--- config.mk ---
export PLATFORM = sky130hd
export DESIGN_NAME = binary_column_range_region_finder_flat
export DESIGN_NICKNAME = d
export VERILOG_FILES = /design/src/rtl/core/bcrrf_pkg.sv /design/src/rtl/core/bcrrf_in_if.sv /design/src/rtl/core/bcrrf_out_if.sv /design/src/rtl/core/binary_column_range_region_finder.sv /design/src/flat_wrapper.sv
export SDC_FILE = /design/constraint.sdc
export NUM_CORES = 1
export LEC_CHECK = 0
export BUFFER_PORTS_ARGS = -buffer_cell sky130_fd_sc_hd__buf_2
export CAP_MARGIN = 30
export CORE_UTILIZATION = 55
export CTS_CLUSTER_DIAMETER = 120
export DETAILED_ROUTE_END_ITERATION = 6
export GPL_TIMING_DRIVEN = 1
export PLACE_DENSITY_LB_ADDON = 0.15
export RECOVER_POWER = 100
export SLEW_MARGIN = 20
export SYNTH_ARGS = -nofsm -noshare
export SYNTH_HDL_FRONTEND = slang
export SYNTH_SLANG_ARGS = --single-unit
--- constraint.sdc ---
create_clock -name clk -period 6.6 [get_ports clk]
set_input_delay 0 -clock clk [delete_from_list [all_inputs] [get_ports clk]]
set_output_delay 0 -clock clk [all_outputs]
set_load 0.01 [all_outputs]
--- src/rtl/core/bcrrf_pkg.sv ---
// ----------------------------------------------------------------------------
// bcrrf_pkg
// Shared widths, codes and reset values for the range region finder.
// ----------------------------------------------------------------------------
`default_nettype none

package bcrrf_pkg;

  // Payload widths of the two channels.
  localparam int unsigned DATA_BYTE_W = 8;
  localparam int unsigned REGION_W    = 32;

  // Sample assembly: up to eight byte lanes of one 64-bit sample.
  localparam int unsigned SAMPLE_W    = 64;
  localparam int unsigned LANES       = SAMPLE_W / DATA_BYTE_W;
  localparam int unsigned BYTE_CNT_W  = 3;

  // Configuration port.
  localparam int unsigned CFG_INDEX_W = 3;
  localparam int unsigned CFG_DATA_W  = 64;
  localparam int unsigned START_POS_W = 32;

  // Sample size codes.
  typedef enum logic [1:0] {
    FMT_BYTE  = 2'd0,
    FMT_HALF  = 2'd1,
    FMT_WORD  = 2'd2,
    FMT_DWORD = 2'd3
  } sample_fmt_t;

  // Configuration register indexes.
  typedef enum logic [CFG_INDEX_W-1:0] {
    CFG_SAMPLE_FORMAT  = 3'd0,
    CFG_IS_UNSIGNED    = 3'd1,
    CFG_MIN_VALUE      = 3'd2,
    CFG_MAX_VALUE      = 3'd3,
    CFG_START_POSITION = 3'd4
  } cfg_reg_t;

  // Reset value of the upper bound: the largest signed 64-bit number.
  localparam logic signed [SAMPLE_W-1:0] MAX_VALUE_RESET = 64'sh7FFF_FFFF_FFFF_FFFF;

endpackage

`default_nettype wire

--- src/rtl/core/bcrrf_in_if.sv ---
// ----------------------------------------------------------------------------
// bcrrf_in_if
// Request channel of the range region finder: one stream byte or stream end.
// ----------------------------------------------------------------------------
`default_nettype none

interface bcrrf_in_if
  import bcrrf_pkg::*;
();

  logic                   valid;
  logic                   ready;
  logic [DATA_BYTE_W-1:0] data_byte;
  logic                   stream_end;

  modport source (output valid, output data_byte, output stream_end, input ready);
  modport sink   (input valid, input data_byte, input stream_end, output ready);

endinterface

`default_nettype wire

--- src/rtl/core/bcrrf_out_if.sv ---
// ----------------------------------------------------------------------------
// bcrrf_out_if
// Result channel of the range region finder: one finished region.
// ----------------------------------------------------------------------------
`default_nettype none

interface bcrrf_out_if
  import bcrrf_pkg::*;
();

  logic                       valid;
  logic                       ready;
  logic signed [REGION_W-1:0] region_begin;
  logic signed [REGION_W-1:0] region_end;

  modport source (output valid, output region_begin, output region_end, input ready);
  modport sink   (input valid, input region_begin, input region_end, output ready);

endinterface

`default_nettype wire

--- src/rtl/core/binary_column_range_region_finder.sv ---
// ----------------------------------------------------------------------------
// binary_column_range_region_finder
// Finds runs of in-range samples in a packed little-endian sample stream.
// ----------------------------------------------------------------------------
// The block takes one byte request per clock cycle and gathers 1, 2, 4 or
// 8 byte little-endian samples; the byte that completes a sample is
// extended, compared against the inclusive bounds and folded into the run
// tracker in the same cycle, so a finished region appears in the result
// register on the next edge. The result register is the only buffer: a
// new request is taken whenever it is empty or is being drained in the
// same cycle, so the rate is set by how quickly the result side takes
// regions. A stream end request closes any open run, drops a partial
// sample and returns the tracker to its start state, with the position
// counter set back to start_position. Configuration writes take effect on
// the next edge and are meant to be made between streams; a write of
// start_position also reloads the position counter.
// ----------------------------------------------------------------------------
`default_nettype none

module binary_column_range_region_finder
  import bcrrf_pkg::*;
#(
  parameter int unsigned POS_WIDTH = 32
) (
  input  logic                   clk,
  input  logic                   rst_n,
  bcrrf_in_if.sink               in_req,
  bcrrf_out_if.source            out_res,
  input  logic                   cfg_we,
  input  logic [CFG_INDEX_W-1:0] cfg_index,
  input  logic [CFG_DATA_W-1:0]  cfg_data
);

  // Start position sign-extended from 32 bits and cut to the position width.
  function automatic logic [POS_WIDTH-1:0] start_pos_of(input logic [START_POS_W-1:0] s);
    logic [POS_WIDTH+START_POS_W-1:0] ext;
    ext = {{POS_WIDTH{s[START_POS_W-1]}}, s};
    return ext[POS_WIDTH-1:0];
  endfunction

  // Configuration registers.
  sample_fmt_t                 sample_format_r;
  logic                        is_unsigned_r;
  logic signed [SAMPLE_W-1:0]  min_value_r;
  logic signed [SAMPLE_W-1:0]  max_value_r;
  logic [START_POS_W-1:0]      start_position_r;

  // Tracker state.
  logic [BYTE_CNT_W-1:0]                 byte_count_r, byte_count_nxt;
  logic [LANES-1:0][DATA_BYTE_W-1:0]     assembly_r, assembly_nxt;
  logic                                  in_region_r, in_region_nxt;
  logic [POS_WIDTH-1:0]                  run_begin_r, run_begin_nxt;
  logic [POS_WIDTH-1:0]                  sample_pos_r, sample_pos_nxt;

  // Result register.
  logic                  out_valid_r, out_valid_nxt;
  logic [POS_WIDTH-1:0]  out_begin_r, out_begin_nxt;
  logic [POS_WIDTH-1:0]  out_end_r, out_end_nxt;

  // Datapath signals.
  logic                              req_fire;
  logic [BYTE_CNT_W-1:0]             count_inc;
  logic [LANES-1:0][DATA_BYTE_W-1:0] assembly_merged;
  logic [SAMPLE_W-1:0]               raw_sample;
  logic                              sample_done;
  logic                              fill_bit;
  logic signed [SAMPLE_W-1:0]        sample_value;
  logic                              in_range;

  // A request is taken while the result register is free or draining.
  assign in_req.ready = !out_valid_r || out_res.ready;
  assign req_fire     = in_req.valid && in_req.ready;

  // Drop the new byte into its lane.
  assign count_inc = byte_count_r + BYTE_CNT_W'(1);
  always_comb begin
    for (int i = 0; i < LANES; i++) begin
      assembly_merged[i] = assembly_r[i] |
        ((byte_count_r == BYTE_CNT_W'(i)) ? in_req.data_byte : '0);
    end
  end
  assign raw_sample = assembly_merged;

  // Sample completion and extension to 64 bits by the current format.
  always_comb begin
    unique case (sample_format_r)
      FMT_BYTE: begin
        sample_done  = 1'b1;
        fill_bit     = !is_unsigned_r && raw_sample[7];
        sample_value = {{56{fill_bit}}, raw_sample[7:0]};
      end
      FMT_HALF: begin
        sample_done  = (count_inc != 3'd1);
        fill_bit     = !is_unsigned_r && raw_sample[15];
        sample_value = {{48{fill_bit}}, raw_sample[15:0]};
      end
      FMT_WORD: begin
        sample_done  = count_inc[2] || (count_inc == 3'd0);
        fill_bit     = !is_unsigned_r && raw_sample[31];
        sample_value = {{32{fill_bit}}, raw_sample[31:0]};
      end
      FMT_DWORD: begin
        sample_done  = (count_inc == 3'd0);
        fill_bit     = 1'b0;
        sample_value = raw_sample;
      end
      default: begin
        sample_done  = 1'b0;
        fill_bit     = 1'b0;
        sample_value = raw_sample;
      end
    endcase
  end

  // Inclusive signed range test.
  assign in_range = (min_value_r <= sample_value) && (sample_value <= max_value_r);

  // Run tracking and result capture.
  always_comb begin
    byte_count_nxt = byte_count_r;
    assembly_nxt   = assembly_r;
    in_region_nxt  = in_region_r;
    run_begin_nxt  = run_begin_r;
    sample_pos_nxt = sample_pos_r;
    out_valid_nxt  = out_valid_r && !out_res.ready;
    out_begin_nxt  = out_begin_r;
    out_end_nxt    = out_end_r;

    if (req_fire) begin
      if (in_req.stream_end) begin
        // Close an open run, then return to the start state and reload the position.
        if (in_region_r) begin
          out_valid_nxt = 1'b1;
          out_begin_nxt = run_begin_r;
          out_end_nxt   = sample_pos_r;
        end
        byte_count_nxt = '0;
        assembly_nxt   = '0;
        in_region_nxt  = 1'b0;
        run_begin_nxt  = '0;
        sample_pos_nxt = start_pos_of(start_position_r);
      end else if (!sample_done) begin
        byte_count_nxt = count_inc;
        assembly_nxt   = assembly_merged;
      end else begin
        byte_count_nxt = '0;
        assembly_nxt   = '0;
        if (in_region_r && !in_range) begin
          out_valid_nxt = 1'b1;
          out_begin_nxt = run_begin_r;
          out_end_nxt   = sample_pos_r;
          in_region_nxt = 1'b0;
        end else if (!in_region_r && in_range) begin
          run_begin_nxt = sample_pos_r;
          in_region_nxt = 1'b1;
        end
        sample_pos_nxt = sample_pos_r + POS_WIDTH'(1);
      end
    end

    // A new start position also restarts the position count.
    if (cfg_we && (cfg_index == CFG_START_POSITION)) begin
      sample_pos_nxt = start_pos_of(cfg_data[START_POS_W-1:0]);
    end
  end

  // Configuration registers.
  always_ff @(posedge clk) begin
    if (!rst_n) begin
      sample_format_r  <= FMT_BYTE;
      is_unsigned_r    <= 1'b0;
      min_value_r      <= '0;
      max_value_r      <= MAX_VALUE_RESET;
      start_position_r <= '0;
    end else if (cfg_we) begin
      unique case (cfg_index)
        CFG_SAMPLE_FORMAT:  sample_format_r  <= sample_fmt_t'(cfg_data[1:0]);
        CFG_IS_UNSIGNED:    is_unsigned_r    <= cfg_data[0];
        CFG_MIN_VALUE:      min_value_r      <= cfg_data;
        CFG_MAX_VALUE:      max_value_r      <= cfg_data;
        CFG_START_POSITION: start_position_r <= cfg_data[START_POS_W-1:0];
        default: begin
        end
      endcase
    end
  end

  // Tracker state and result valid.
  always_ff @(posedge clk) begin
    if (!rst_n) begin
      byte_count_r <= '0;
      assembly_r   <= '0;
      in_region_r  <= 1'b0;
      run_begin_r  <= '0;
      sample_pos_r <= '0;
      out_valid_r  <= 1'b0;
    end else begin
      byte_count_r <= byte_count_nxt;
      assembly_r   <= assembly_nxt;
      in_region_r  <= in_region_nxt;
      run_begin_r  <= run_begin_nxt;
      sample_pos_r <= sample_pos_nxt;
      out_valid_r  <= out_valid_nxt;
    end
  end

  // Result payload.
  always_ff @(posedge clk) begin
    out_begin_r <= out_begin_nxt;
    out_end_r   <= out_end_nxt;
  end

  assign out_res.valid        = out_valid_r;
  assign out_res.region_begin = REGION_W'(out_begin_r);
  assign out_res.region_end   = REGION_W'(out_end_r);

endmodule

`default_nettype wire

--- src/flat_wrapper.sv ---
// flat-port wrapper written by rule: the top's interface ports become plain ports
module binary_column_range_region_finder_flat import bcrrf_pkg::*;
#(
  parameter int unsigned POS_WIDTH = 32
)
  (clk, rst_n, cfg_we, cfg_index, cfg_data, in_req_valid, in_req_data_byte, in_req_stream_end, in_req_ready, out_res_valid, out_res_region_begin, out_res_region_end, out_res_ready);
  bcrrf_in_if in_req_i ();
  bcrrf_out_if out_res_i ();
  input  logic clk;
  input  logic rst_n;
  input  logic cfg_we;
  input  logic [CFG_INDEX_W-1:0] cfg_index;
  input  logic [CFG_DATA_W-1:0] cfg_data;
  input wire logic [$bits(in_req_i.valid)-1:0] in_req_valid;
  input wire logic [$bits(in_req_i.data_byte)-1:0] in_req_data_byte;
  input wire logic [$bits(in_req_i.stream_end)-1:0] in_req_stream_end;
  output wire logic [$bits(in_req_i.ready)-1:0] in_req_ready;
  output wire logic [$bits(out_res_i.valid)-1:0] out_res_valid;
  output wire logic [$bits(out_res_i.region_begin)-1:0] out_res_region_begin;
  output wire logic [$bits(out_res_i.region_end)-1:0] out_res_region_end;
  input wire logic [$bits(out_res_i.ready)-1:0] out_res_ready;
  assign in_req_i.valid = in_req_valid;
  assign in_req_i.data_byte = in_req_data_byte;
  assign in_req_i.stream_end = in_req_stream_end;
  assign in_req_ready = in_req_i.ready;
  assign out_res_valid = out_res_i.valid;
  assign out_res_region_begin = out_res_i.region_begin;
  assign out_res_region_end = out_res_i.region_end;
  assign out_res_i.ready = out_res_ready;
  binary_column_range_region_finder #(.POS_WIDTH(POS_WIDTH)) u_core (.clk(clk), .rst_n(rst_n), .in_req(in_req_i), .out_res(out_res_i), .cfg_we(cfg_we), .cfg_index(cfg_index), .cfg_data(cfg_data));
endmodule
**Yosys cells after proc, flatten, opt, wreduce, memory -nomap -nowiden**

Cells that the tools add are included.

- $add $sub $neg: 2
- $lt $le $gt $ge: 2
- Bitwise gates (word level): 8
- Mux-type cells: 39
- Reductions and logical operators: 35
- Equal/unequal tests: 17

Operators with widths:

| cell | number |
|---|---|
| 2-to-1 mux 32 bit | 16 |
| one-hot mux 64 bit (4 select lines) | 1 |
| less-or-equal comparator 64 bit | 2 |
| 2-to-1 mux 64 bit | 2 |
| 2-to-1 mux 8 bit | 8 |
| OR 8 bit | 8 |
| adder 32 x 1 -> 32 bit (second input constant) | 1 |
| == test 3 bit (second input constant) | 5 |
| == test 3 x 2 -> 1 bit (second input constant) | 4 |
| AND reduction 2 bit | 6 |
| logical AND 1 bit | 9 |
| logical NOT 3 bit | 3 |
| 2-to-1 mux 1 bit | 9 |
| AND reduction 4 bit | 2 |
| nonzero test 2 bit | 4 |
| == test 3 x 1 -> 1 bit (second input constant) | 2 |
| 2-to-1 mux 3 bit | 2 |
| nonzero test 3 bit | 2 |
| logical NOT 1 bit | 5 |
| == test 2 bit (second input constant) | 2 |
| one-hot mux 1 bit (4 select lines) | 1 |
| adder 3 x 1 -> 3 bit (second input constant) | 1 |
| != test 3 x 1 -> 1 bit (second input constant) | 1 |
| AND reduction 3 bit | 1 |
| other kinds (5) | 6 |

- Output and inout bits: 66
- Word-level logic and storage cells: 123
- Bits of input ports: 81
- Bits in registers: 360

**Logic depth before layout (Yosys ltp)**

Gate-level depths: netlist of run 1.

- Depth after elaboration: 13
- Mapped depth: 23

**Least setup slack after synthesis of run 1**

OpenSTA, ideal clock, no wires.

- Kind: register to register
- From: reg u_core.byte_count_r[0]
- To: reg u_core.out_begin_r[0], in the netlist u_core.out_res.region_begin[0] (enable)
- Arrival: 6.287 ns
- Required time: 6.114 ns
- Period minus slack after synthesis: 6.773 ns
- Path buffers: 2
- Library setup time: 0.486 ns
- Path slack: -0.173 ns
- Cell stages (with the launch flop): 19
- Cell sequence: dfxtp_1 -> ha_1 -> ha_1 -> clkbuf_1 -> a21oi_1 -> o32ai_1 -> clkbuf_1 -> o21a_1 -> inv_1 -> ha_1 -> nand4_1 -> nor4_1 -> nand3_1 -> nand2b_1 -> o32a_1 -> nand3_1 -> mux2i_1 -> nor3_1 -> nor2_1

- Longest elaborated chain between the ends: 11
- Elaborated cells between the ends (all ways): 41
- Classes of those cells: add/sub (1); order compare (2); eq/ne (8); mux (10); bitwise (8); reduce/logical (12)

RTL lines:

| item | line | RTL |
|---|---|---|
| start, declared | binary_column_range_region_finder.sv:49 | `logic [BYTE_CNT_W-1:0] byte_count_r, byte_count_nxt;` |
| start signal, assigned | binary_column_range_region_finder.sv:198 | `byte_count_r <= byte_count_nxt;` |
| == test 3 x 1 -> 1 bit, or another cell as far along | binary_column_range_region_finder.sv:79 | `((byte_count_r == BYTE_CNT_W'(i)) ? in_req.data_byte : '0);` |
| 2-to-1 mux 8 bit | binary_column_range_region_finder.sv:79 |  |
| OR 8 bit | binary_column_range_region_finder.sv:78 | `assembly_merged[i] = assembly_r[i] \|` |
| logical AND 1 bit (on tied branches) | binary_column_range_region_finder.sv:94, binary_column_range_region_finder.sv:89, binary_column_range_region_finder.sv:99 |  |
| one-hot mux 64 bit (4 select lines) | binary_column_range_region_finder.sv:86 | `unique case (sample_format_r)` |
| less-or-equal comparator 64 bit | binary_column_range_region_finder.sv:116 | `assign in_range = (min_value_r <= sample_value) && (sample_value <= max_value_r);` |
| logical AND 1 bit | binary_column_range_region_finder.sv:116 |  |
| logical NOT 1 bit | binary_column_range_region_finder.sv:148 | `if (in_region_r && !in_range) begin` |
| logical AND 1 bit | binary_column_range_region_finder.sv:148 |  |
| nonzero test 2 bit (no source line) | n/a |  |
| AND reduction 4 bit (no source line) (*) | n/a |  |
| end signal, assigned | binary_column_range_region_finder.sv:209 | `out_begin_r <= out_begin_nxt;` |
| end, declared | binary_column_range_region_finder.sv:57 | `logic [POS_WIDTH-1:0] out_begin_r, out_begin_nxt;` |

Every way passes the cells marked *; elsewhere a longest branch is shown, timed or not. The select of a mux whose other input is x is not followed.
A chain may end at the register's enable or synchronous reset.

**Final worst setup path of run 1**

- From: reg u_core.byte_count_r[0]
- To: reg u_core.out_end_r[26], in the netlist u_core.out_res.region_end[26] (enable)

- Longest elaborated chain between the ends: 11
- Elaborated cells between the ends (all ways): 41
- Classes of those cells: add/sub (1); order compare (2); eq/ne (8); mux (10); bitwise (8); reduce/logical (12)

RTL lines:

| item | line | RTL |
|---|---|---|
| == test 3 x 1 -> 1 bit, or another cell as far along | binary_column_range_region_finder.sv:79 |  |
| 2-to-1 mux 8 bit | binary_column_range_region_finder.sv:79 |  |
| OR 8 bit | binary_column_range_region_finder.sv:78 |  |
| logical AND 1 bit (on tied branches) | binary_column_range_region_finder.sv:94, binary_column_range_region_finder.sv:89, binary_column_range_region_finder.sv:99 |  |
| one-hot mux 64 bit (4 select lines) | binary_column_range_region_finder.sv:86 |  |
| less-or-equal comparator 64 bit | binary_column_range_region_finder.sv:116 |  |
| logical AND 1 bit | binary_column_range_region_finder.sv:116 |  |
| logical NOT 1 bit | binary_column_range_region_finder.sv:148 |  |
| logical AND 1 bit | binary_column_range_region_finder.sv:148 |  |
| nonzero test 2 bit (no source line) | n/a |  |
| AND reduction 4 bit (no source line) (*) | n/a |  |
| end signal, assigned | binary_column_range_region_finder.sv:210 | `out_end_r <= out_end_nxt;` |
| end, declared | binary_column_range_region_finder.sv:58 | `logic [POS_WIDTH-1:0] out_end_r, out_end_nxt;` |

Marked as above.

==> results of run 1 <==
sequential cells by signal, summed over array words and instances, names as in the netlist:
signal and count:
u_core.assembly_r 64, u_core.max_value_r 64, u_core.min_value_r 64, u_core.out_res.region_begin 32
u_core.out_res.region_end 32, u_core.run_begin_r 32, u_core.sample_pos_r 32, u_core.start_position_r 32
u_core.byte_count_r 3, u_core.sample_format_r 2, u_core.in_region_r 1, u_core.is_unsigned_r 1
u_core.out_res.valid 1
power by group:
| group | leakage, nW | switching, mW | internal, mW | total, mW |
|---|---|---|---|---|
| Clock | 0.619 | 0.899 | 1.25 | 2.15 |
| Combinational | 4.87 | 0.391 | 0.234 | 0.626 |
| Sequential | 2.94 | 0.0388 | 2.29 | 2.33 |
area by class of cell:
| class | count | share of cell area |
|---|---|---|
| clock inverter | 21 | 0.0102 |
| multi-input combinational | 1479 | 0.428 |
| clock buffer | 50 | 0.0503 |
| sequential | 360 | 0.377 |
| inverter | 170 | 0.0307 |
| tap | 442 | 0.0266 |
| timing repair buffer | 244 | 0.0774 |
logic make-up (layout without fill, tap and decap cells):
kind of cell / after synthesis / count (layout) / synth area share
adders and majority gates: 136 / 136 / 0.0941
buffers and inverters: 319 / 485 / 0.0681
muxes: 11 / 11 / 0.00623
xor gates and xnor gates: 5 / 5 / 0.00242
DFF: 360 / 360 / 0.434
AOI/OAI and AO/OA: 596 / 596 / 0.212
and+or+nand+nor: 731 / 731 / 0.183
path summary, 6_finish.rpt:
check / slack (ns) / to / cells after the start / startpoint
setup / recovery: 0.66 / u_core.out_res.region_end[26] / 20 / u_core.byte_count_r[0]
hold / removal: 0.05 / u_core.is_unsigned_r / 6 / cfg_index[2]
setup reg to reg: 0.66 / u_core.out_res.region_end[26] / 20 / u_core.byte_count_r[0]
hold reg to reg: 0.45 / u_core.out_res.region_end[28] / 0 / u_core.sample_pos_r[28]
timing repair:
item / 4_1_cts / 5_1_grt
gates resized for setup: 0 / 0
hold buffers: 76 / 0
endpoints found under the hold margin: 252 / 0
stage by stage:
stage	hold WS [ns]	util	setup WS (ns)
finish	0.0515	0.641	0.663
global route	0.109	0.641	0.253
CTS	0.0114	0.649	0.857
detailed placement	0.246	0.587	0.928
global placement	0.238	0.586	0.814
floorplan	0.124	-	0.894
synthesized netlist by cell type (7+ instances only):
master	number
o221ai_2	30
nand3b_1	15
nand4_1	31
mux2i_1	9
o221ai_1	11
nand3_1	69
dfxtp_1	296
a21o_1	21
ha_1	136
a21oi_1	298
o21a_1	35
and3_1	47
and2_1	29
edfxtp_1	64
nor3_1	25
nor4_1	9
nor2_1	145
a211o_1	7
o211ai_1	72
buf_1	11
a31oi_1	40
nand2_1	334
o21ai_0	46
inv_1	169
clkbuf_1	131
routing by layer:
layer,up-vias,global-route usage,share of wire
met5,-,0,0
met4,0,0.104,0.033
met3,97,0.0347,0.053
met2,491,0.456,0.46
met1,7409,0.376,0.45
li1,7857,-,-
worst max-delay path, stage by stage (launching register included):
cell and delay (ns):
dfxtp_1 0.36, inv_1 0.10, ha_1 0.19, nor2b_1 0.55, a21o_1 0.27, inv_1 0.11, o21ai_2 0.11, buf_4 0.37
o21a_1 0.21, inv_1 0.04, ha_1 0.38, nand4_1 0.22, nor4_1 0.68, nand3_1 0.24, a21oi_1 0.17, a2111oi_0 0.09
nand3_1 0.14, mux2i_1 0.49, nor3_1 0.20, nor2_4 0.15, buf_6 0.45
==> Flow_metrics.wiki, run 1 <==
{| class="wikitable"
! Metric !! Value
|-
| Post-Syn Area per Cell || between 8 and 9 um^2
|-
| Layout overhead on the synthesized area || 15.1%
|-
| Outcome || finished with violations
|-
| Critical path data required time || between 6 and 7 ns
|-
| Via density per instance || about 5.7
|-
| Die Height || roughly 180 um
|-
| Total global routing overflow || 0
|-
| Number of CTS-inserted buffers || 39
|-
| Post-detailed-route count of antenna-violating nets || 0
|-
| Relative max-transition margin || -1.54
|-
| Post-route cell area || roughly 21,000 um^2
|-
| Commonest cells after routing, fill and taps aside || 333 x nand2_1, 298 x a21oi_1, 296 x dfxtp_1, 168 x inv_1, 142 x nor2_1
|-
| Worst setup path category || reg -> reg
|-
| Kind of capture point of the worst setup path || flip-flop
|-
| Post-synthesis sequential element count || 360
|-
| RSZ-0062 raised after global routing || false
|-
| Total power per unit cell area || around 250 nW/um^2
|-
| Share of flip-flops with an asynchronous set or reset after synthesis || 0
|-
| Total cell area at the placement stage || approximately 19,000 um^2
|-
| Number of global-route vias before repair || about 15,000
|-
| IR Drop Worst-Case VDD || ~220 uV
|-
| Synth top area share || 0.328
|-
| Slew Viols, Final || between 400 and 500
|-
| Vias || 15,900
|-
| Std cell rows || 66
|-
| Number of nets in the finished design || roughly 2,500
|-
| Setup Skew || 0.0202 ns
|-
| Cells taking the most area after synthesis || dfxtp_1 33%, edfxtp_1 11%, ha_1 9.4%
|-
| Kind of start point of the critical path || flip-flop
|-
| Main flop type after synthesis || dfxtp_1
|-
| Gate Count Post-Synth || between 2,000 and 2,500
|-
| Tmin final || approximately 5.9 ns
|-
| CTS Sinks || 360
|-
| Final TNS setup || 0 ns
|-
| Worst-path fanout max || 64
|-
| Portion of the clock cycle consumed by the worst path in the final layout || 0.899
|-
| Number of setup buffers added after CTS || 0
|-
| CTS tree || yes
|-
| Die outline width || 183 um
|-
| # Max-Cap Violations || 7
|-
| Worst-case clock buffer depth || 3
|-
| Clock-pin slew reported for the worst setup and hold paths after clock tree synthesis || 0.06 ns
|-
| Iter 0 DRT Violations || about 1,100
|-
| Global-route wire length before repair || about 76,000 um
|-
| Register area share after synthesis || 0.434
|-
| Warnings from Yosys || 0
|-
| Placed cells || 2,618
|-
| Effective utilization at floorplan || 0.557
|-
| Count of input and output buffers || 146
|-
| Pin count of the biggest net entering global routing || 85
|-
| Max Clock Freq || ~170 MHz
|-
| Die area || between 30,000 and 40,000 um^2
|-
| Floorplan core area || between 30,000 and 40,000 um^2
|-
| Worst min-delay path class || in -> reg
|-
| Post-layout power || 5.10 mW
|-
| Clock latency reported for the late side of the worst-skew pair || 0.54 ns
|-
| Initial antenna violation count || 0
|-
| Net Count, Synth || 2,375
|-
| Area of the multi-input gates || about 8900 um^2
|-
| Number of I/O pins || about 150
|-
| Area occupied by registers || about 7800 um^2
|-
| Layout cells sized above 1 || 0.0770
|-
| Leading cell type in the layout, fill and taps excluded || nand2_1
|-
| Number of fillers in the final layout || 2,891
|-
| Final cell count without fillers || ~2,800
|-
| Total global routing track utilization || 0.279
|-
| Biggest area consumer among synthesized cells || dfxtp_1
|-
| Final wirelength || 46,600 um
|-
| Post-synth EDFFs || between 60 and 70
|-
| Diode count || 0
|-
| Final hold violation count || 0
|-
| Routed length per instance || roughly 17 um
|-
| Leakage || roughly 8.4 nW
|-
| Unique cell type count in the Yosys netlist || between 50 and 60
|-
| Detailed-placement wirelength estimate || 30,900 um
|-
| Arrival time at the worst endpoint || approximately 6 ns
|-
| CTS H-Tree Depth || 2
|-
| DRC violations left || 0
|-
| Cell at the root of the clock tree || clkbuf_16
|-
| Final GP Congestion || ~0.86
|-
| Slew at the pin with the worst max-slew slack || between 3 and 4 ns
|-
| Synthesized area || around 18,000 um^2
|-
| Number of setup violations in the final report || 0
|-
| Total iterations of the first detailed-routing run || 7
|-
| Violated checks || max-capacitance violations, max-slew violations
|}
Note: power is estimated with default switching activity, not from simulation.
==> run 2, diff against run 1 <==
==> constraint.sdc (replaced) <==
create_clock -name clk -period 7.2 [get_ports clk]
set_input_delay 0 -clock clk [delete_from_list [all_inputs] [get_ports clk]]
set_output_delay 0 -clock clk [all_outputs]
set_load 0.01 [all_outputs]
==> run 2 against run 1 <==
Effect of this change:
- the run still ends with max-capacitance violations, max-slew violations left
- clock-buffer cell count is 4 higher
- critical path depth unchanged
- hold slack worse by 0.0057 ns
- cell area up 0.27%
- core utilization rose by 0.17 points
- critical endpoint is now u_core.out_res.region_end[25]
- clock skew is 0.0014 ns lower
- cell count about the same
- largest power group unchanged
- die area stayed put
- sequential power is 8.6% lower
- critical path type unchanged
==> Flow_metrics.wiki, run 2 (synthesis gave the netlist of run 1 again) <==
{| class="wikitable"
! Metric !! Value
|-
| Outcome || finished with violations
|-
| Violated checks || max-capacitance violations, max-slew violations
|-
| Std cell rows || between 60 and 70
|-
| Slew Viols, Final || 351
|-
| Final cell count without fillers || between 2,000 and 3,000
|-
| Layout cells sized above 1 || 0.0787
|-
| Count of input and output buffers || between 100 and 150
|-
| IR Drop Worst-Case VDD || ~190 uV
|-
| Total global routing track utilization || 0.274
|-
| Arrival time at the worst endpoint || 6.66 ns
|-
| Slew at the pin with the worst max-slew slack || approximately 3.7 ns
|-
| Worst min-delay path class || in -> reg
|-
| Final hold violation count || 0
|-
| Number of global-route vias before repair || 14,700
|-
| Clock latency reported for the late side of the worst-skew pair || around 0.53 ns
|-
| Total iterations of the first detailed-routing run || 6
|-
| DRC violations left || 0
|-
| Final GP Congestion || 0.858
|-
| Worst-case clock buffer depth || 3
|-
| Global-route wire length before repair || around 75,000 um
|-
| Gates resized, CTS repair || 0
|-
| Number of CTS-inserted buffers || 39
|-
| Worst R2R Start || u_core.byte_count_r[1]
|-
| Final wirelength || 46,500 um
|-
| Number of setup buffers added after CTS || 0
|-
| Total power per unit cell area || between 200 and 250 nW/um^2
|-
| Post-detailed-route count of antenna-violating nets || 0
|-
| Detailed-placement wirelength estimate || 30,900 um
|-
| Pin count of the biggest net entering global routing || 85
|-
| Number of setup violations in the final report || 0
|-
| Number of I/O pins || about 150
|-
| Kind of start point of the critical path || flip-flop
|-
| Hold buffers post-CTS || 75
|-
| CTS H-Tree Depth || 2
|-
| Floorplan core area || roughly 32,000 um^2
|-
| Worst reg2reg endpoint || u_core.out_res.region_end[25]
|-
| Leakage || ~8.5 nW
|-
| Commonest cells after routing, fill and taps aside || 333 x nand2_1, 298 x a21oi_1, 296 x dfxtp_1, 168 x inv_1, 141 x nor2_1
|-
| Relative max-transition margin || -1.47
|-
| Biggest registers after layout || u_core.assembly_r (64), u_core.max_value_r (64), u_core.min_value_r (64)
|-
| List of cells traversed by the critical path || inv_1, ha_1, nor2b_1, a21oi_1, o21a_1, o32ai_2, buf_8, o21a_1, inv_1, ha_1, nand4_1, nor4_1, nand3_1, a21oi_1, a2111oi_0, nand3_1, mux2i_1, nor3_1, nor2_4, buf_4
|-
| Worst setup path category || reg -> reg
|-
| Largest stage delay, worst path || around 0.67 ns
|-
| Placed cells || roughly 2,600
|-
| # Max-Cap Violations || 5
|-
| Critical path data required time || about 7.4 ns
|-
| CTS tree || yes
|-
| R2R setup slack || 0.74 ns
|-
| Initial antenna violation count || 0
|-
| Max Clock Freq || around 150 MHz
|-
| Vias || 15,800
|-
| Hold Path End || u_core.is_unsigned_r
|-
| Setup Skew || roughly 0.019 ns
|-
| Cell at the root of the clock tree || clkbuf_16
|-
| Routed length per instance || 16.8 um
|-
| Kind of capture point of the worst setup path || flip-flop
|-
| Final TNS setup || 0 ns
|-
| Number of nets in the finished design || ~2,500
|-
| Total global routing overflow || 0
|-
| Die Height || approximately 180 um
|-
| Logic depth of the worst register-to-register path || 20
|-
| Worst hold path startpoint || cfg_index[2]
|-
| Cell with the biggest individual delay on the critical path || nor4_1
|-
| Clock-pin slew reported for the worst setup and hold paths after clock tree synthesis || 0.06 ns
|-
| Tmin final || between 6 and 7 ns
|-
| Die area || 33,600 um^2
|-
| Portion of the clock cycle consumed by the worst path in the final layout || 0.897
|-
| CTS Sinks || 360
|-
| Iter 0 DRT Violations || approximately 1,100
|-
| Worst-path fanout max || 28
|-
| Via density per instance || ~5.7
|-
| Effective utilization at floorplan || 0.557
|-
| Die outline width || ~180 um
|-
| RSZ-0062 raised after global routing || false
|-
| Leading cell type in the layout, fill and taps excluded || nand2_1
|-
| Hold path depth || 6
|-
| Layout overhead on the synthesized area || 15.4%
|}
-- run 2: worst max path at each step --
stage / slack, ns / endpoint / start / cells past startpoint
detailed placement: 1.05 / u_core.out_res.region_end[26] / u_core.byte_count_r[1] / 20
finish: 0.74 / u_core.out_res.region_end[25] / u_core.byte_count_r[1] / 20
CTS: 1.02 / u_core.out_res.region_end[24] / u_core.byte_count_r[1] / 20
floorplan: 0.43 / u_core.out_res.region_begin[0] / u_core.byte_count_r[0] / 18
global placement: 1.02 / u_core.out_res.region_end[28] / u_core.byte_count_r[0] / 18
global route: 0.39 / u_core.out_res.region_end[25] / u_core.byte_count_r[1] / 20
-- run 2: routing by layer --
layer  part of all wire  vias to the layer above  global-route usage
met4              0.029                        0              0.0953
met1               0.46                     7440               0.369
met2               0.46                      457               0.454
li1                   -                     7853                   -
met5                  0                        -                   0
met3              0.049                       94              0.0338
-- run 2: power breakdown --
part	switching [mW]	leakage, nW	total, mW	internal (mW)
Combinational	0.360	4.86	0.574	0.215
Clock	0.823	0.661	2.07	1.25
Sequential	0.0352	2.94	2.13	2.10
-- run 2: per-stage QoR --
stage          worst slack (ns)   util  hold slack (ns)  power [mW]  instance area (um^2)
2_1_floorplan             0.427      -            0.124        2.55                 18100
3_3_place_gp               1.02  0.586            0.240        2.70                 19000
3_5_place_dp               1.05  0.587            0.246        2.72                 19000
4_1_cts                    1.02  0.652          0.00620        4.82                 21100
5_1_grt                   0.387  0.643            0.113        4.97                 20900
6_report                  0.743  0.643           0.0458        4.78                 20900
-- run 2: cell type report --
| class | count | area, um^2 |
|---|---|---|
| Inverter | 170 | 639 |
| Tap cell | 442 | 553 |
| Multi-Input combinational cell | 1479 | 8880 |
| Timing Repair Buffer | 244 | 1590 |
| Clock inverter | 18 | 224 |
| Fill cell | 2816 | 11600 |
| Antenna cell | 1 | 2.50 |
| Clock buffer | 54 | 1120 |
| Sequential cell | 360 | 7850 |
-- run 2: worst max-delay path: cells and delay by family (launching register included) --
| family | cells | cell delay (ns) |
|---|---|---|
| DFF | 1 | 0.34 |
| and+or+nand+nor | 7 | 2.50 |
| buffers and inverters | 4 | 0.81 |
| adders and majority gates | 2 | 0.54 |
| muxes | 1 | 0.45 |
| AOI/OAI and AO/OA | 6 | 1.44 |
==> run 3, diff against run 2 <==
==> constraint.sdc (replaced) <==
create_clock -name clk -period 7.8 [get_ports clk]
set_input_delay 0 -clock clk [delete_from_list [all_inputs] [get_ports clk]]
set_output_delay 0 -clock clk [all_outputs]
set_load 0.01 [all_outputs]
==> run 3 against run 2 <==
Effect of this change:
- the run still ends with max-capacitance violations, max-slew violations left
- fmax down 0.63%
- power down 9.6%
- first-iteration DRC count is 7.8% higher
- global-route usage hardly changed
- cell area down 0.41%
- hold slack improved by 0.0017 ns
- critical path depth stayed put
- via count is essentially flat
- flip-flop and latch count is the same
- combinational power fell by 7.5%
- die area unchanged
- register-to-register slack better by 0.56 ns
- critical path type unchanged
- critical endpoint is now u_core.out_res.region_begin[4]
- largest power group unchanged
==> Flow_metrics.wiki, run 3 (synthesis gave the netlist of run 1 again) <==
{| class="wikitable"
! Metric !! Value
|-
| Arrival time at the worst endpoint || approximately 6.7 ns
|-
| Outcome || finished with violations
|-
| DRC violations left || 0
|-
| CTS tree || yes
|-
| Worst setup path category || reg -> reg
|-
| Detailed-placement wirelength estimate || approximately 31,000 um
|-
| Kind of start point of the critical path || flip-flop
|-
| Crit path launch || u_core.byte_count_r[0]
|-
| Total power per unit cell area || a little over 200 nW/um^2
|-
| Pin count of the biggest net entering global routing || 85
|-
| Commonest cells after routing, fill and taps aside || 334 x nand2_1, 298 x a21oi_1, 296 x dfxtp_1, 168 x inv_1, 141 x nor2_1
|-
| Global-route wire length before repair || roughly 75,000 um
|-
| Leading cell type in the layout, fill and taps excluded || nand2_1
|-
| Layout overhead on the synthesized area || 14.9%
|-
| Number of fillers in the final layout || 2,848
|-
| Worst R2R Start || u_core.byte_count_r[0]
|-
| Number of setup violations in the final report || 0
|-
| Hold buffers post-CTS || 75
|-
| Leakage || between 8 and 9 nW
|-
| Post-layout worst setup margin || between 1 and 1.5 ns
|-
| Part of the total power dissipated in the clock network || 0.421
|-
| # Max-Cap Violations || 9
|-
| Portion of the clock cycle consumed by the worst path in the final layout || 0.833
|-
| Logic depth of the worst register-to-register path || 20
|-
| Floorplan core area || about 32,000 um^2
|-
| Worst-case clock buffer depth || 3
|-
| Iter 0 DRT Violations || around 1,200
|-
| Diode count || 0
|-
| Critical path data required time || 8.02 ns
|-
| Slew Viols, Final || approximately 600
|-
| Net switching power || around 1.1 mW
|-
| Number of setup buffers added after CTS || 0
|-
| Routed length per instance || 16.7 um
|-
| Slew at the pin with the worst max-slew slack || 3.34 ns
|-
| IR Drop Worst-Case VDD || approximately 180 uV
|-
| Max Clock Freq || roughly 150 MHz
|-
| Std cell rows || 66
|-
| Clock-pin slew reported for the worst setup and hold paths after clock tree synthesis || 0.06 ns
|-
| Effective utilization at floorplan || 0.557
|-
| Final hold violation count || 0
|-
| Vias || 15,800
|-
| Total global routing overflow || 0
|-
| Gates resized, CTS repair || 0
|-
| Worst hold path startpoint || cfg_index[2]
|-
| Via density per instance || between 5 and 6
|-
| Total iterations of the first detailed-routing run || 5
|-
| Final GP Congestion || between 0.8 and 0.9
|-
| Share of total power in combinational logic || 0.123
|-
| Clock latency reported for the late side of the worst-skew pair || 0.53 ns
|-
| Biggest registers after layout || u_core.assembly_r (64), u_core.max_value_r (64), u_core.min_value_r (64)
|-
| Relative max-transition margin || -1.23
|-
| Final TNS setup || 0 ns
|-
| Number of I/O pins || around 150
|-
| Switching portion of total power || 0.255
|-
| Layout cells sized above 1 || 0.0732
|-
| Total global routing track utilization || 0.275
|-
| Violated checks || max-capacitance violations, max-slew violations
|-
| Number of CTS-inserted buffers || 39
|-
| Die outline width || approximately 180 um
|-
| Initial antenna violation count || 0
|-
| CTS H-Tree Depth || 2
|-
| Final wirelength || between 40,000 and 50,000 um
|-
| Kind of capture point of the worst setup path || flip-flop
|-
| Cell at the root of the clock tree || clkbuf_16
|-
| Worst Setup Slack post-DPL || ~1.6 ns
|-
| Pint || between 3 and 4 mW
|-
| Worst min-delay path class || in -> reg
|-
| RSZ-0062 raised after global routing || false
|-
| Tmin final || ~6.5 ns
|-
| Post-detailed-route count of antenna-violating nets || 0
|-
| Worst hold-check slack || between 0.04 and 0.05 ns
|-
| Worst-path fanout max || 32
|-
| Die Height || between 150 and 200 um
|-
| CTS Sinks || between 300 and 400
|-
| Die area || around 34,000 um^2
|-
| Setup Skew || 0.0131 ns
|-
| Number of global-route vias before repair || 14,800
|-
| Count of input and output buffers || about 150
|-
| Register share of total power || 0.456
|-
| Number of nets in the finished design || 2,510
|-
| Hold path depth || 6
|}
## run 3: cell types whose count changed in the layout (fill, tap and decap cells not counted), sizes merged
cell / previous run / this run
inv: 171 / 170
clkinvlp: 3 / 2
diode: 1 / 0
bufinv: 4 / 2
buf: 95 / 93
clkbuf: 128 / 131
## run 3: power by group through the flow
| stage | registers [mW] | clock network (mW) | logic [mW] |
|---|---|---|---|
| global route | 1.97 | 1.93 | 0.593 |
| floorplan | 2.00 | 0 | 0.350 |
| global placement | 2.01 | 0 | 0.483 |
| finish | 1.97 | 1.82 | 0.531 |
| detailed placement | 2.01 | 0 | 0.509 |
| CTS | 1.97 | 1.84 | 0.542 |
## run 3: worst paths after layout
kind / to / slack, ns
max reg2reg: u_core.out_res.region_begin[4] / 1.30
min reg2reg: u_core.start_position_r[14] / 0.45
max: u_core.out_res.region_begin[4] / 1.30
min: u_core.is_unsigned_r / 0.05
## run 3: final cells by class
cell class,instances,area (um^2),area share
multi-input cells,1479,8880,0.427
flip-flops and latches,360,7850,0.378
repair buffers,243,1590,0.0766
clock buffers,56,1130,0.0544
inverters,170,639,0.0308
well taps,442,553,0.0266
clock inverters,14,134,0.00644
## run 3: per-stage QoR
step / cell area (um^2) / cells / total power [mW] / util
detailed placement: 19100 / 2619 / 2.52 / 0.588
global placement: 19000 / 2615 / 2.49 / 0.585
CTS: 21100 / 2764 / 4.35 / 0.650
floorplan: 18100 / 2158 / 2.35 / -
finish: 20800 / 2764 / 4.32 / 0.640
global route: 20800 / 2764 / 4.49 / 0.640
## run 3: layer usage
metal  part of all wire  track usage
met5                  0            0
met3              0.055       0.0409
met4              0.032       0.0987
met1               0.44        0.363
met2               0.47        0.457
## run 3: worst max-delay path, stage by stage (launching register included)
cell and delay [ns]:
dfxtp_1 0.35, inv_1 0.09, ha_1 0.19, nor2b_1 0.50, a21o_1 0.25, inv_1 0.08
o21ai_0 0.54, buf_4 0.45, o21a_1 0.20, inv_1 0.05, ha_1 0.39, nand4_1 0.25
nor4_1 0.65, nand3_1 0.24, a21oi_1 0.17, a2111oi_0 0.10, nand3_1 0.14, mux2i_1 0.53
nor3_1 0.21, nor2_4 0.49, buf_4 0.30
